### src/hdl/bir_mul.sv
// Shared signed-by-unsigned multiplier with registered product.
module bir_mul #(
  parameter int A_W = 17,
  parameter int B_W = 24
) (
  input  logic                   clk,
  input  logic signed [A_W-1:0]  a,
  input  logic        [B_W-1:0]  b,
  output logic signed [A_W+B_W-1:0] p
);

  logic signed [A_W+B_W:0] prod;

  // b is zero-extended so the product stays signed
  always_comb begin
    prod = a * $signed({1'b0, b});
  end

  always_ff @(posedge clk) begin
    p <= prod[A_W+B_W-1:0];
  end

endmodule

### config.mk
export PLATFORM = sky130hd
export DESIGN_NAME = bir_mul
export DESIGN_NICKNAME = d
export VERILOG_FILES = /design/src/hdl/bir_mul.sv
export SDC_FILE = /design/constraint.sdc
export NUM_CORES = 1
export LEC_CHECK = 0
export ABC_CLOCK_PERIOD_IN_PS = 6700
export BUFFER_PORTS_ARGS = -buffer_cell sky130_fd_sc_hd__clkbuf_2
export CORE_UTILIZATION = 38
export DETAILED_ROUTE_END_ITERATION = 16
export PLACE_DENSITY = 0.64
export SYNTH_ARGS = -nofsm -noshare
export SYNTH_HDL_FRONTEND = slang
export SYNTH_SLANG_ARGS = --single-unit
export TNS_END_PERCENT = 1
### constraint.sdc
create_clock -name clk -period 6.7 [get_ports clk]
set_clock_uncertainty 0.05 [all_clocks]
set_input_delay 0.67 -clock clk [delete_from_list [all_inputs] [get_ports clk]]
set_output_delay 0.67 -clock clk [all_outputs]
set_load 0.02 [all_outputs]
==> Yosys cells after proc, flatten, opt, wreduce, memory -nomap -nowiden <==
Cells that the tools add are included.
{ "word_totals": {"in_bits": 42, "out_inout_bits": 41, "ff_bits": 41, "word_cells": 2} }
{ "op_classes": {"n_mul": 1} }
{ "ops": {"columns": ["operator", "n"], "rows": [
  ["$mul A17 B25 Y41", 1]
]} }

==> Longest topological paths before layout <==
{ "depth": {"word_depth": 1, "mapped_depth": 23, "depth_no_buf": 22} }

==> Least setup slack after synthesis <==
Ideal clock, no wire load.
{ "synth_path": {"kind": "input-to-reg", "from": "input a[16]", "to": "register p[34]", "t_arrival_ns": 6.075, "required_time_ns": 6.517, "setup_slack_ns": 0.442, "setup_ns": 0.133, "n_path_buf": 2, "path_stages": 21, "path_cell_list": "clkbuf_1 > inv_1 > clkbuf_1 > nor2_1 > fa_1 > fa_1 > fa_1 > fa_1 > fa_1 > inv_1 > fa_1 > inv_1 > ha_1 > a21o_1 > a211o_1 > o211ai_2 > a21oi_4 > a211o_1 > a41oi_4 > mux2i_1 > o2111ai_1"} }
{ "synth_via": {"elab_chain_len": 1} }
{ "synth_lines": {"columns": ["element", "line", "rtl"], "rows": [
  ["from (decl)", "7", "input logic signed [A_W-1:0] a,"],
  ["$mul A17 B25 Y41", "16", "prod = a * $signed({1'b0, b});"],
  ["net prod[34]", "12", "logic signed [A_W+B_W:0] prod;"],
  ["to (signal assigned)", "20", "p <= prod[A_W+B_W-1:0];"],
  ["to (decl)", "9", "output logic signed [A_W+B_W-1:0] p"]
]} }
The timed path passes the listed nets, and every way through them passes these cells.

==> Final worst setup path <==
{ "layout_path": {"from": "input a[5]", "to": "register p[36]"} }
The elaborated chain is that of the path after synthesis.

==> run metrics <==
status finished clean; filler instances 3760; Post-synth EDFFs 0; fmax between 150 and 200 MHz; Period Utilization, post-route 0.948; worst slew pin tran between 0.6 and 0.7 ns; Pre-antenna DRT Iters 5; number of cell rows 71; CP top delay family adder cells; Hold WC Path Type input port to flop; # resized after CTS 0; Routed wire per std cell around 16 µm; total global-route track usage 0.192; DR vias/cell between 4 and 5; DRT antenna net count 0; H-tree depth reported by CTS 2; max-cap violations 0; #FFs+latches synth just over 40; Die ar. between 30000 and 40000 µm²; Gate Count Post-Synth 1618; max reg flops 41; root buffer cell clkbuf_16; Vias roughly 11000; yosys warns 0; Placer Congestion approximately 0.88; initial antenna violation count 0; core footprint between 30000 and 40000 µm²; syn avg cell area 8.96 µm²; multi-input logic area 11900 µm²; Largest Register p; PnR worst setup slack 0.351 ns; first-pass GRT wire length 58.8 mm; placed instance area 15700 µm²; CP required between 6 and 7 ns; Largest regs p x41; Arr. time, crit path 6.54 ns; Die Width roughly 200 µm; CP endpoint kind flop; Syn Nets between 2000 and 2500; post-place setup slack approximately 0.065 ns; critical-path cell list clkbuf_2, nand2_1, fa_1, inv_1, fa_1, inv_1, fa_1, inv_1, fa_1, fa_1, inv_1, fa_1, inv_1, ha_1, nand3_1, nor3_1, o211ai_1, nand4_1, a211o_1, a41oi_4, or4b_1, nand3_1; Final nets approximately 2200; number of setup violations in the final report 0; n_diodes 0; total negative setup slack 0 ns; Sink Count 41; Yosys top cell by area fa_1; post-synthesis sequential area ratio 0.0566; Slew headroom 0.559; synthesized area between 10000 and 15000 µm²; layout cells sized above 1 0.0910; final hold violations 0; count leader, synth inv_1; asr flop ratio synth 0; worst stage delay on the critical path ~0.56 ns; maximum clock path buffer count 2; unrepaired setup endpoints after global routing false; area grow syn2layout 9.15%; number of port buffers between 80 and 90; Min Hold Slack 0.888 ns; initial drt markers between 500 and 600; largest net degree at the start of global routing 25; area share of the largest cell type after synthesis 0.454; Overflow after GRT 0; hold buffer count at CTS 0; synth top area cells fa_1 45%, ha_1 12%, inv_1 10%, and2_1 8.3%, dfxtp_1 5.7%; CTS buffer count 5; DP HPWL 30.6 mm; Post-CTS Setup Inserts 0; commonest cells in the synthesized netlist 397 x inv_1, 329 x fa_1, 216 x nand2_1; CTS tree done; Crit Path Category input port to flop; vias in the first global route between 10000 and 15000; most used cell, CP fa_1; I/O Pins 83; Initial Utilization 0.386; Synth Flop Type dfxtp_1; sum of buffers and inverters on the critical path 6; fin crit period around 6.3 ns; Slew Limit Fails 0; Post-Layout Inst Area 15800 µm²; clk slew on worst S/H paths about 0.06 ns; Netlist cell types 65; DIE HEIGHT between 150 and 200 µm; critical-path maximum fanout 14; Critical-path top delay cell fa_1; WL final 35.1 mm; DR DRC count 0; CP Launch Type input port; register area 821 µm²
[layout make-up]
class,count,share of cell area
clock buffers,5,0.00791
multi-input cells,1111,0.751
repair buffers,137,0.0520
well taps,511,0.0404
inverters,397,0.0942
flip-flops and latches,41,0.0519
clock inverters,2,0.00221
[layout by cell type, fill, tap and decap left out, types with 2 or more instances in the layout]
cell type and n:
nor2_1 37, o211ai_1 7, xnor2_1 24, xor2_1 11, a211oi_1 2, a21oi_1 31, and2_1 192, a211oi_2 2
a211o_1 3, a31oi_1 6, nand2b_1 13, nor3_1 9, buf_4 55, inv_1 397, ha_1 137, clkbuf_2 82
o21ai_1 6, a2111oi_0 2, nand4_1 4, nor3b_1 4, nand3_1 10, o21ai_0 12, o2111ai_1 2, a21o_1 14
nor2b_1 2, a21boi_0 2, fa_1 329, clkbuf_16 5, and3_1 3, dfxtp_1 41, nand2_1 216
[metrics by stage]
step,utilization,cells
floorplan,-,1618
global placement,0.417,2197
global route,0.421,2204
CTS,0.421,2204
finish,0.421,2204
detailed placement,0.417,2197
[logic make-up (layout without fill, tap and decap cells)]
logic type / after synthesis / in the layout / share of synthesized area
buffers and inverters: 466 / 541 / 0.123
adder cells (fa/ha/maj): 466 / 466 / 0.573
flip-flops: 41 / 41 / 0.0566
XOR/XNOR: 35 / 35 / 0.0211
AND/OR/NAND/NOR: 500 / 500 / 0.172
multiplexers: 1 / 1 / 0.000691
AO/OA/AOI/OAI: 109 / 109 / 0.0538
[per-layer routing]
| layer | vias to the layer above | routed length (µm) | GRT usage |
|---|---|---|---|
| met2 | 274 | 19100 | 0.355 |
| li1 | 4898 | - | - |
| met3 | 48 | 1440 | 0.0201 |
| met1 | 5546 | 13700 | 0.240 |
| met5 | - | 0 | 0 |
| met4 | 0 | 797 | 0.0445 |
[path summary, 6_finish.rpt]
kind / start / end / slack (ns) / cells past startpoint
worst max-delay path: a[5] / p[36] / 0.35 / 22
worst min-delay path: b[0] / p[0] / 0.89 / 3
Power is not shown: default switching activity piles up to over one toggle a cycle in this logic, so the estimate is an artifact.
