===== config.mk =====
export PLATFORM = sky130hd
export DESIGN_NAME = bir_div
export DESIGN_NICKNAME = d
export VERILOG_FILES = /design/src/hdl/bir_div.sv
export SDC_FILE = /design/constraint.sdc
export NUM_CORES = 1
export LEC_CHECK = 0
export BUFFER_PORTS_ARGS = -buffer_cell sky130_fd_sc_hd__buf_4
export CAP_MARGIN = 20
export CORE_MARGIN = 2
export CORE_UTILIZATION = 43
export CTS_CLUSTER_SIZE = 20
export DETAILED_ROUTE_END_ITERATION = 10
export PLACE_DENSITY = 0.67
export SYNTH_ARGS = -nofsm -noshare
export SYNTH_HDL_FRONTEND = slang
export SYNTH_SLANG_ARGS = --single-unit

===== constraint.sdc =====
create_clock -name clk -period 4.81 [get_ports clk]
set_clock_uncertainty 0.1 [all_clocks]
set_input_delay 0.7215 -clock clk [delete_from_list [all_inputs] [get_ports clk]]
set_output_delay 0.7215 -clock clk [all_outputs]
set_load 0.01 [all_outputs]

===== src/hdl/bir_div.sv =====
// Radix-2 restoring divider, one quotient bit per cycle.
module bir_div #(
  parameter int NW = 24,
  parameter int DW = 8
) (
  input  logic          clk,
  input  logic          rst,
  input  logic          start,
  input  logic [NW-1:0] num,
  input  logic [DW-1:0] den,
  output logic          done,
  output logic [NW-1:0] quo
);

  localparam int CNT_W = $clog2(NW + 1);

  logic             busy;
  logic [CNT_W-1:0] cnt;
  logic [DW-1:0]    rem;
  logic [DW-1:0]    den_r;
  logic [DW:0]      trial;
  logic [DW:0]      diff;
  logic             ge;

  // shift in next dividend bit and try the subtract
  always_comb begin
    trial = {rem, quo[NW-1]};
    diff  = trial - {1'b0, den_r};
    ge    = (trial >= {1'b0, den_r});
  end

  // control
  always_ff @(posedge clk) begin
    if (rst) begin
      busy <= 1'b0;
      done <= 1'b0;
      cnt  <= '0;
    end else begin
      done <= 1'b0;
      if (start) begin
        busy <= 1'b1;
        cnt  <= '0;
      end else if (busy) begin
        cnt <= cnt + CNT_W'(1);
        if (cnt == CNT_W'(NW - 1)) begin
          busy <= 1'b0;
          done <= 1'b1;
        end
      end
    end
  end

  // datapath: quotient bits replace dividend bits from the bottom
  always_ff @(posedge clk) begin
    if (start) begin
      rem   <= '0;
      quo   <= num;
      den_r <= den;
    end else if (busy) begin
      rem <= ge ? diff[DW-1:0] : trial[DW-1:0];
      quo <= {quo[NW-2:0], ge};
    end
  end

endmodule


After elaboration in Yosys (flattened, before gate mapping):

Cells that the tools add are included.

* $add $sub $neg: 2
* $lt $le $gt $ge: 1
* eq/ne operators: 1
* mux-type cells: 7
* bitwise operators: 1
* reduce and logical (&&, ||, !) cells: 3

Operators with widths (number)
* two-way mux 24 bit: 2
* >= comparator 9 x 8 -> 1 bit: 1
* two-way mux 8 bit: 1
* subtractor 8 bit: 1
* adder 5 x 1 -> 5 bit, second input constant: 1
* equality test 5 bit, second input constant: 1
* two-way mux 1 bit: 4
* OR reduction 3 bit: 1
* nonzero test 2 bit: 1
* OR reduction 2 bit: 1
* inverter 1 bit: 1

* bits in registers: 47
* output and inout bits: 25

Logic depth before layout (Yosys ltp):

* word-level depth: 4
* gate-level depth with buffers: 8

Worst setup path before layout:

Ideal clock, no wire load.

* path kind: flip-flop to flip-flop
* start: register quo[23]
* end: register rem[6]
* library setup time: 0.091 ns
* data arrival time: 2.022 ns
* required time: 4.619 ns
* setup slack: 2.597 ns
* cell stages (with the launch flop): 9
* path buffers: 0
* path through: edfxtp_1 inv_1 ha_1 fa_1 nand2b_1 a2111o_1 o311ai_0 o21ai_0 a311oi_1

* cells in the longest elaborated chain, start to end: 2

RTL lines
* start, declared: line 12 `output logic [NW-1:0] quo`
* start signal, assigned: line 57 `quo <= num;`
* start signal, assigned: line 61 `quo <= {quo[NW-2:0], ge};`
* subtractor 8 bit or >= comparator 9 x 8 -> 1 bit (tied branches): line 28, 29
* two-way mux 8 bit (*): line 60 `rem <= ge ? diff[DW-1:0] : trial[DW-1:0];`
* end signal, assigned: line 60
* end, declared: line 19 `logic [DW-1:0] rem;`

Every way passes the cells marked *; elsewhere a longest branch is shown, timed or not.
A chain may end at the register's enable or synchronous reset.

Final worst setup path:

* start: register busy
* end: register quo[2] (enable)

* cells in the longest elaborated chain, start to end: 1

RTL lines
* start, declared: line 17 `logic busy;`
* start signal, assigned: line 35 `busy <= 1'b0;`
* start signal, assigned: line 41 `busy <= 1'b1;`
* start signal, assigned: line 46 `busy <= 1'b0;`
* nonzero test 2 bit (no line)

Every way passes these cells.

==> flow_results.xml <==
<?xml version="1.0" encoding="UTF-8"?>
<metrics>
  <group name="logic_synthesis">
    <metric name="seq_area_frac_synth" unit="">0.536</metric>
    <metric name="ys_dominant_reg_cell" unit="">edfxtp_1</metric>
    <metric name="synth.most_common_cell" unit="">edfxtp_1</metric>
    <metric name="syn-num-nets" unit="">246</metric>
    <metric name="ys.warnings.count" unit="">0</metric>
    <metric name="yosys.area.top_type_share" unit="">0.408</metric>
    <metric name="synth_edf_count" unit="">32</metric>
    <metric name="syn_area_per_cell" unit="um^2">11.7</metric>
    <metric name="yosysTopAreaCell" unit="">edfxtp_1</metric>
    <metric name="yosys_register_bits" unit="">47</metric>
    <metric name="synthTopCellsByCount" unit="">32 x edfxtp_1, 24 x mux2_2, 18 x nor2_1, 15 x dfxtp_1, 13 x inv_1</metric>
    <metric name="synthesis.instances" unit="">201</metric>
    <metric name="ys_top_cells_by_area" unit="">edfxtp_1 41%, dfxtp_1 13%, mux2_2 11%</metric>
    <metric name="synthDistinctLibCells" unit="">45</metric>
    <metric name="synth.cell_area" unit="um^2">2350</metric>
    <metric name="ys_async_sr_fraction" unit="">0</metric>
  </group>
  <group name="clocking">
    <metric name="clk_pin_slew" unit="ns">0.08</metric>
    <metric name="htreeDepth" unit="">2</metric>
    <metric name="number_of_buffers_inserted_to_repair_setup_after_cts" unit="">0</metric>
    <metric name="post_cts_resized" unit="">0</metric>
    <metric name="clock_path_buffers" unit="">2</metric>
    <metric name="cts_root_buffer" unit="">clkbuf_8</metric>
    <metric name="postCtsHoldBufs" unit="">0</metric>
    <metric name="clk-insertion-delay-late" unit="ns">0.30</metric>
    <metric name="cts_tree" unit="">done</metric>
    <metric name="cts_made_buffers" unit="">5</metric>
    <metric name="cts_sinks" unit="">47</metric>
  </group>
  <group name="detailed_routing">
    <metric name="avgRoutedWirePerCell" unit="um">14.7</metric>
    <metric name="drt.antenna.violating_nets" unit="">0</metric>
    <metric name="first_pass_iters" unit="">4</metric>
    <metric name="vias" unit="">1712</metric>
    <metric name="post_drt_via_cell_ratio" unit="">5.20</metric>
    <metric name="detail_route.iter0.violations" unit="">101</metric>
    <metric name="drt_wl_total" unit="um">4850</metric>
    <metric name="remaining_design_rule_violation_count" unit="">0</metric>
  </group>
  <group name="pwr">
    <metric name="net-switching-power" unit="W">0.000262</metric>
    <metric name="comb_power_share" unit="">0.214</metric>
    <metric name="p_sw_frac" unit="">0.262</metric>
    <metric name="p_per_area" unit="nW/um^2">338</metric>
    <metric name="cell_int_power" unit="W">0.000737</metric>
    <metric name="static-leakage-power" unit="nW">1.22</metric>
    <metric name="clockPowerShare" unit="">0.285</metric>
    <metric name="p_total" unit="W">0.000999</metric>
    <metric name="seq_power_share" unit="">0.501</metric>
    <metric name="ir_worst_vdd" unit="mV">0.188</metric>
  </group>
  <group name="cells_and_area">
    <metric name="areaGrowthSynthToFinish" unit="%">25.5</metric>
    <metric name="final_cell_area" unit="um^2">2950</metric>
    <metric name="layout.nets" unit="">303</metric>
    <metric name="instances_no_fill" unit="">329</metric>
    <metric name="drive_above_1_share" unit="">0.367</metric>
    <metric name="antenna-diode-count" unit="">0</metric>
  </group>
  <group name="critical_path">
    <metric name="end_kind" unit="">flip-flop</metric>
    <metric name="worstPathCellList" unit="">inv_1 &gt; nand2_1</metric>
    <metric name="critical_path.max_stage_delay" unit="ns">0.82</metric>
    <metric name="worst_setup_path_start_kind" unit="">flip-flop</metric>
    <metric name="timing.critical_path.arrival" unit="ns">2.19</metric>
    <metric name="worst-path-max-fanout" unit="">24</metric>
    <metric name="worst_path_dominant_cell_family" unit="">simple AND/OR/NAND/NOR gates</metric>
    <metric name="worst-endpoint-required" unit="ns">4.63</metric>
    <metric name="worst-path-buf-inv" unit="">1</metric>
    <metric name="slowest_library_cell_on_the_worst_path" unit="">nand2_1</metric>
    <metric name="critical_path_class" unit="">flip-flop to flip-flop</metric>
  </group>
  <group name="place">
    <metric name="dp.cells" unit="">321</metric>
    <metric name="detailed_place_hpwl" unit="um">3450</metric>
    <metric name="detailed_place.area" unit="um^2">2850</metric>
    <metric name="dp_worst_setup_slack" unit="ns">2.11</metric>
    <metric name="place.gp.congestion" unit="">0.794</metric>
    <metric name="io_buffers" unit="">59</metric>
  </group>
  <group name="sta">
    <metric name="totalNegativeSetupSlack" unit="ns">0</metric>
    <metric name="finalWorstSetupSlack" unit="ns">2.44</metric>
    <metric name="worst_pin_slew" unit="ns">1.00</metric>
    <metric name="min_period_over_period" unit="">0.492</metric>
    <metric name="maxSlewHeadroom" unit="">0.328</metric>
    <metric name="fmaxAchievable" unit="MHz">422</metric>
    <metric name="rsz0062_at_grt" unit="">false</metric>
    <metric name="min_period" unit="ns">2.37</metric>
    <metric name="timing.final.hold_violations" unit="">0</metric>
    <metric name="report.final.setup_viol" unit="">0</metric>
    <metric name="final_number_of_max_transition_violations" unit="">0</metric>
  </group>
  <group name="run">
    <metric name="drv_cap" unit="">0</metric>
  </group>
  <group name="grt">
    <metric name="grt_start_max_net_pins" unit="">43</metric>
    <metric name="global_route_wire_length_before_repair" unit="um">7890</metric>
    <metric name="grt_usage" unit="">0.166</metric>
    <metric name="grt-ovfl-total" unit="">0</metric>
    <metric name="number_of_global_route_vias_before_repair" unit="">1665</metric>
    <metric name="grt_antenna_before_repair" unit="">0</metric>
  </group>
  <group name="floorplan">
    <metric name="row_count" unit="">26</metric>
    <metric name="floorplan.initialDensity" unit="">0.452</metric>
    <metric name="floorplan.die.height" unit="um">78.0</metric>
    <metric name="chipWidth" unit="um">78.0</metric>
    <metric name="top_level_ports" unit="">60</metric>
    <metric name="die_area" unit="um^2">6080</metric>
    <metric name="design.core.area" unit="um^2">5200</metric>
  </group>
  <group name="hold_path">
    <metric name="timing.hold.worst.class" unit="">flip-flop to flip-flop</metric>
  </group>
  <group name="status">
    <metric name="outcome" unit="">finished clean</metric>
  </group>
</metrics>
## cell families after synthesis
| kind of cell | share of synthesized area |
|---|---|
| compound gates | 0.111 |
| xor+xnor | 0.0261 |
| fa+ha+maj | 0.0564 |
| buf+inv | 0.0372 |
| flops | 0.536 |
| mux | 0.119 |
| simple gates | 0.115 |
## cell usage in the layout, fill, tap and decap left out, types with 2 or more instances in the layout
cell      Yosys  final
buf_4         1     59
edfxtp_1     32     32
mux2_2       24     24
nor2_1       18     18
dfxtp_1      15     15
inv_1        13     13
nand2_1       9      9
ha_1          9      9
nand3_1       7      7
o21ai_0       7      7
a21oi_1       6      6
a311oi_1      5      5
clkbuf_8      0      5
nand2b_1      4      4
xnor2_1       4      4
xor2_1        3      3
a21o_1        2      2
a211oi_1      2      2
a2111o_1      2      2
nor2b_1       2      2
nor4_1        2      2
nand4_1       2      2
nand3b_1      2      2
and3_1        2      2
## tightest hold or removal path, delay by kind of cell (launching register included)
kind / cells / cell delay [ns]
simple gates: 2 / 0.13
flops: 1 / 0.33
## metal layers
metal  share of wire  global-route usage
met1            0.46               0.222
met2            0.46               0.256
met3           0.073              0.0663
met4          0.0080              0.0368
met5               0                   0
## state kept, by name, indices dropped and copies added (netlist names)
| name | cells |
|---|---|
| den_r | 8 |
| cnt | 5 |
| busy | 1 |
| quo | 24 |
| rem | 8 |
| done | 1 |
## final cells by class
class / count / area [um^2]
flip-flops and latches: 47 / 1260
well taps: 70 / 87.6
multi-input cells: 132 / 1000
clock inverters: 3 / 38.8
inverters: 13 / 48.8
repair buffers: 59 / 443
clock buffers: 5 / 68.8
fillers: 467 / 2250
## power groups by stage
stage	Sequential [W]	Combinational, W	Clock [W]
2_1_floorplan	0.000511	0.000126	0
3_3_place_gp	0.000509	0.000211	0
3_5_place_dp	0.000508	0.000215	0
4_1_cts	0.000500	0.000216	0.000293
5_1_grt	0.000506	0.000237	0.000314
6_report	0.000500	0.000214	0.000285
## through the flow
step,hold WS (ns),util
global route,0.412,0.567
floorplan,0.355,-
finish,0.387,0.567
global placement,0.376,0.547
detailed placement,0.376,0.547
CTS,0.388,0.567
## path summary, 6_finish.rpt
| check | startpoint | endpoint | slack, ns | cells after the start |
|---|---|---|---|---|
| worst max-delay path | busy | quo[2] | 2.44 | 2 |
| worst min-delay path | cnt[4] | done | 0.39 | 2 |
| worst max register to register | busy | quo[2] | 2.44 | 2 |
| worst min register to register | cnt[4] | done | 0.39 | 2 |
Note: power is estimated with default switching activity, not from simulation.
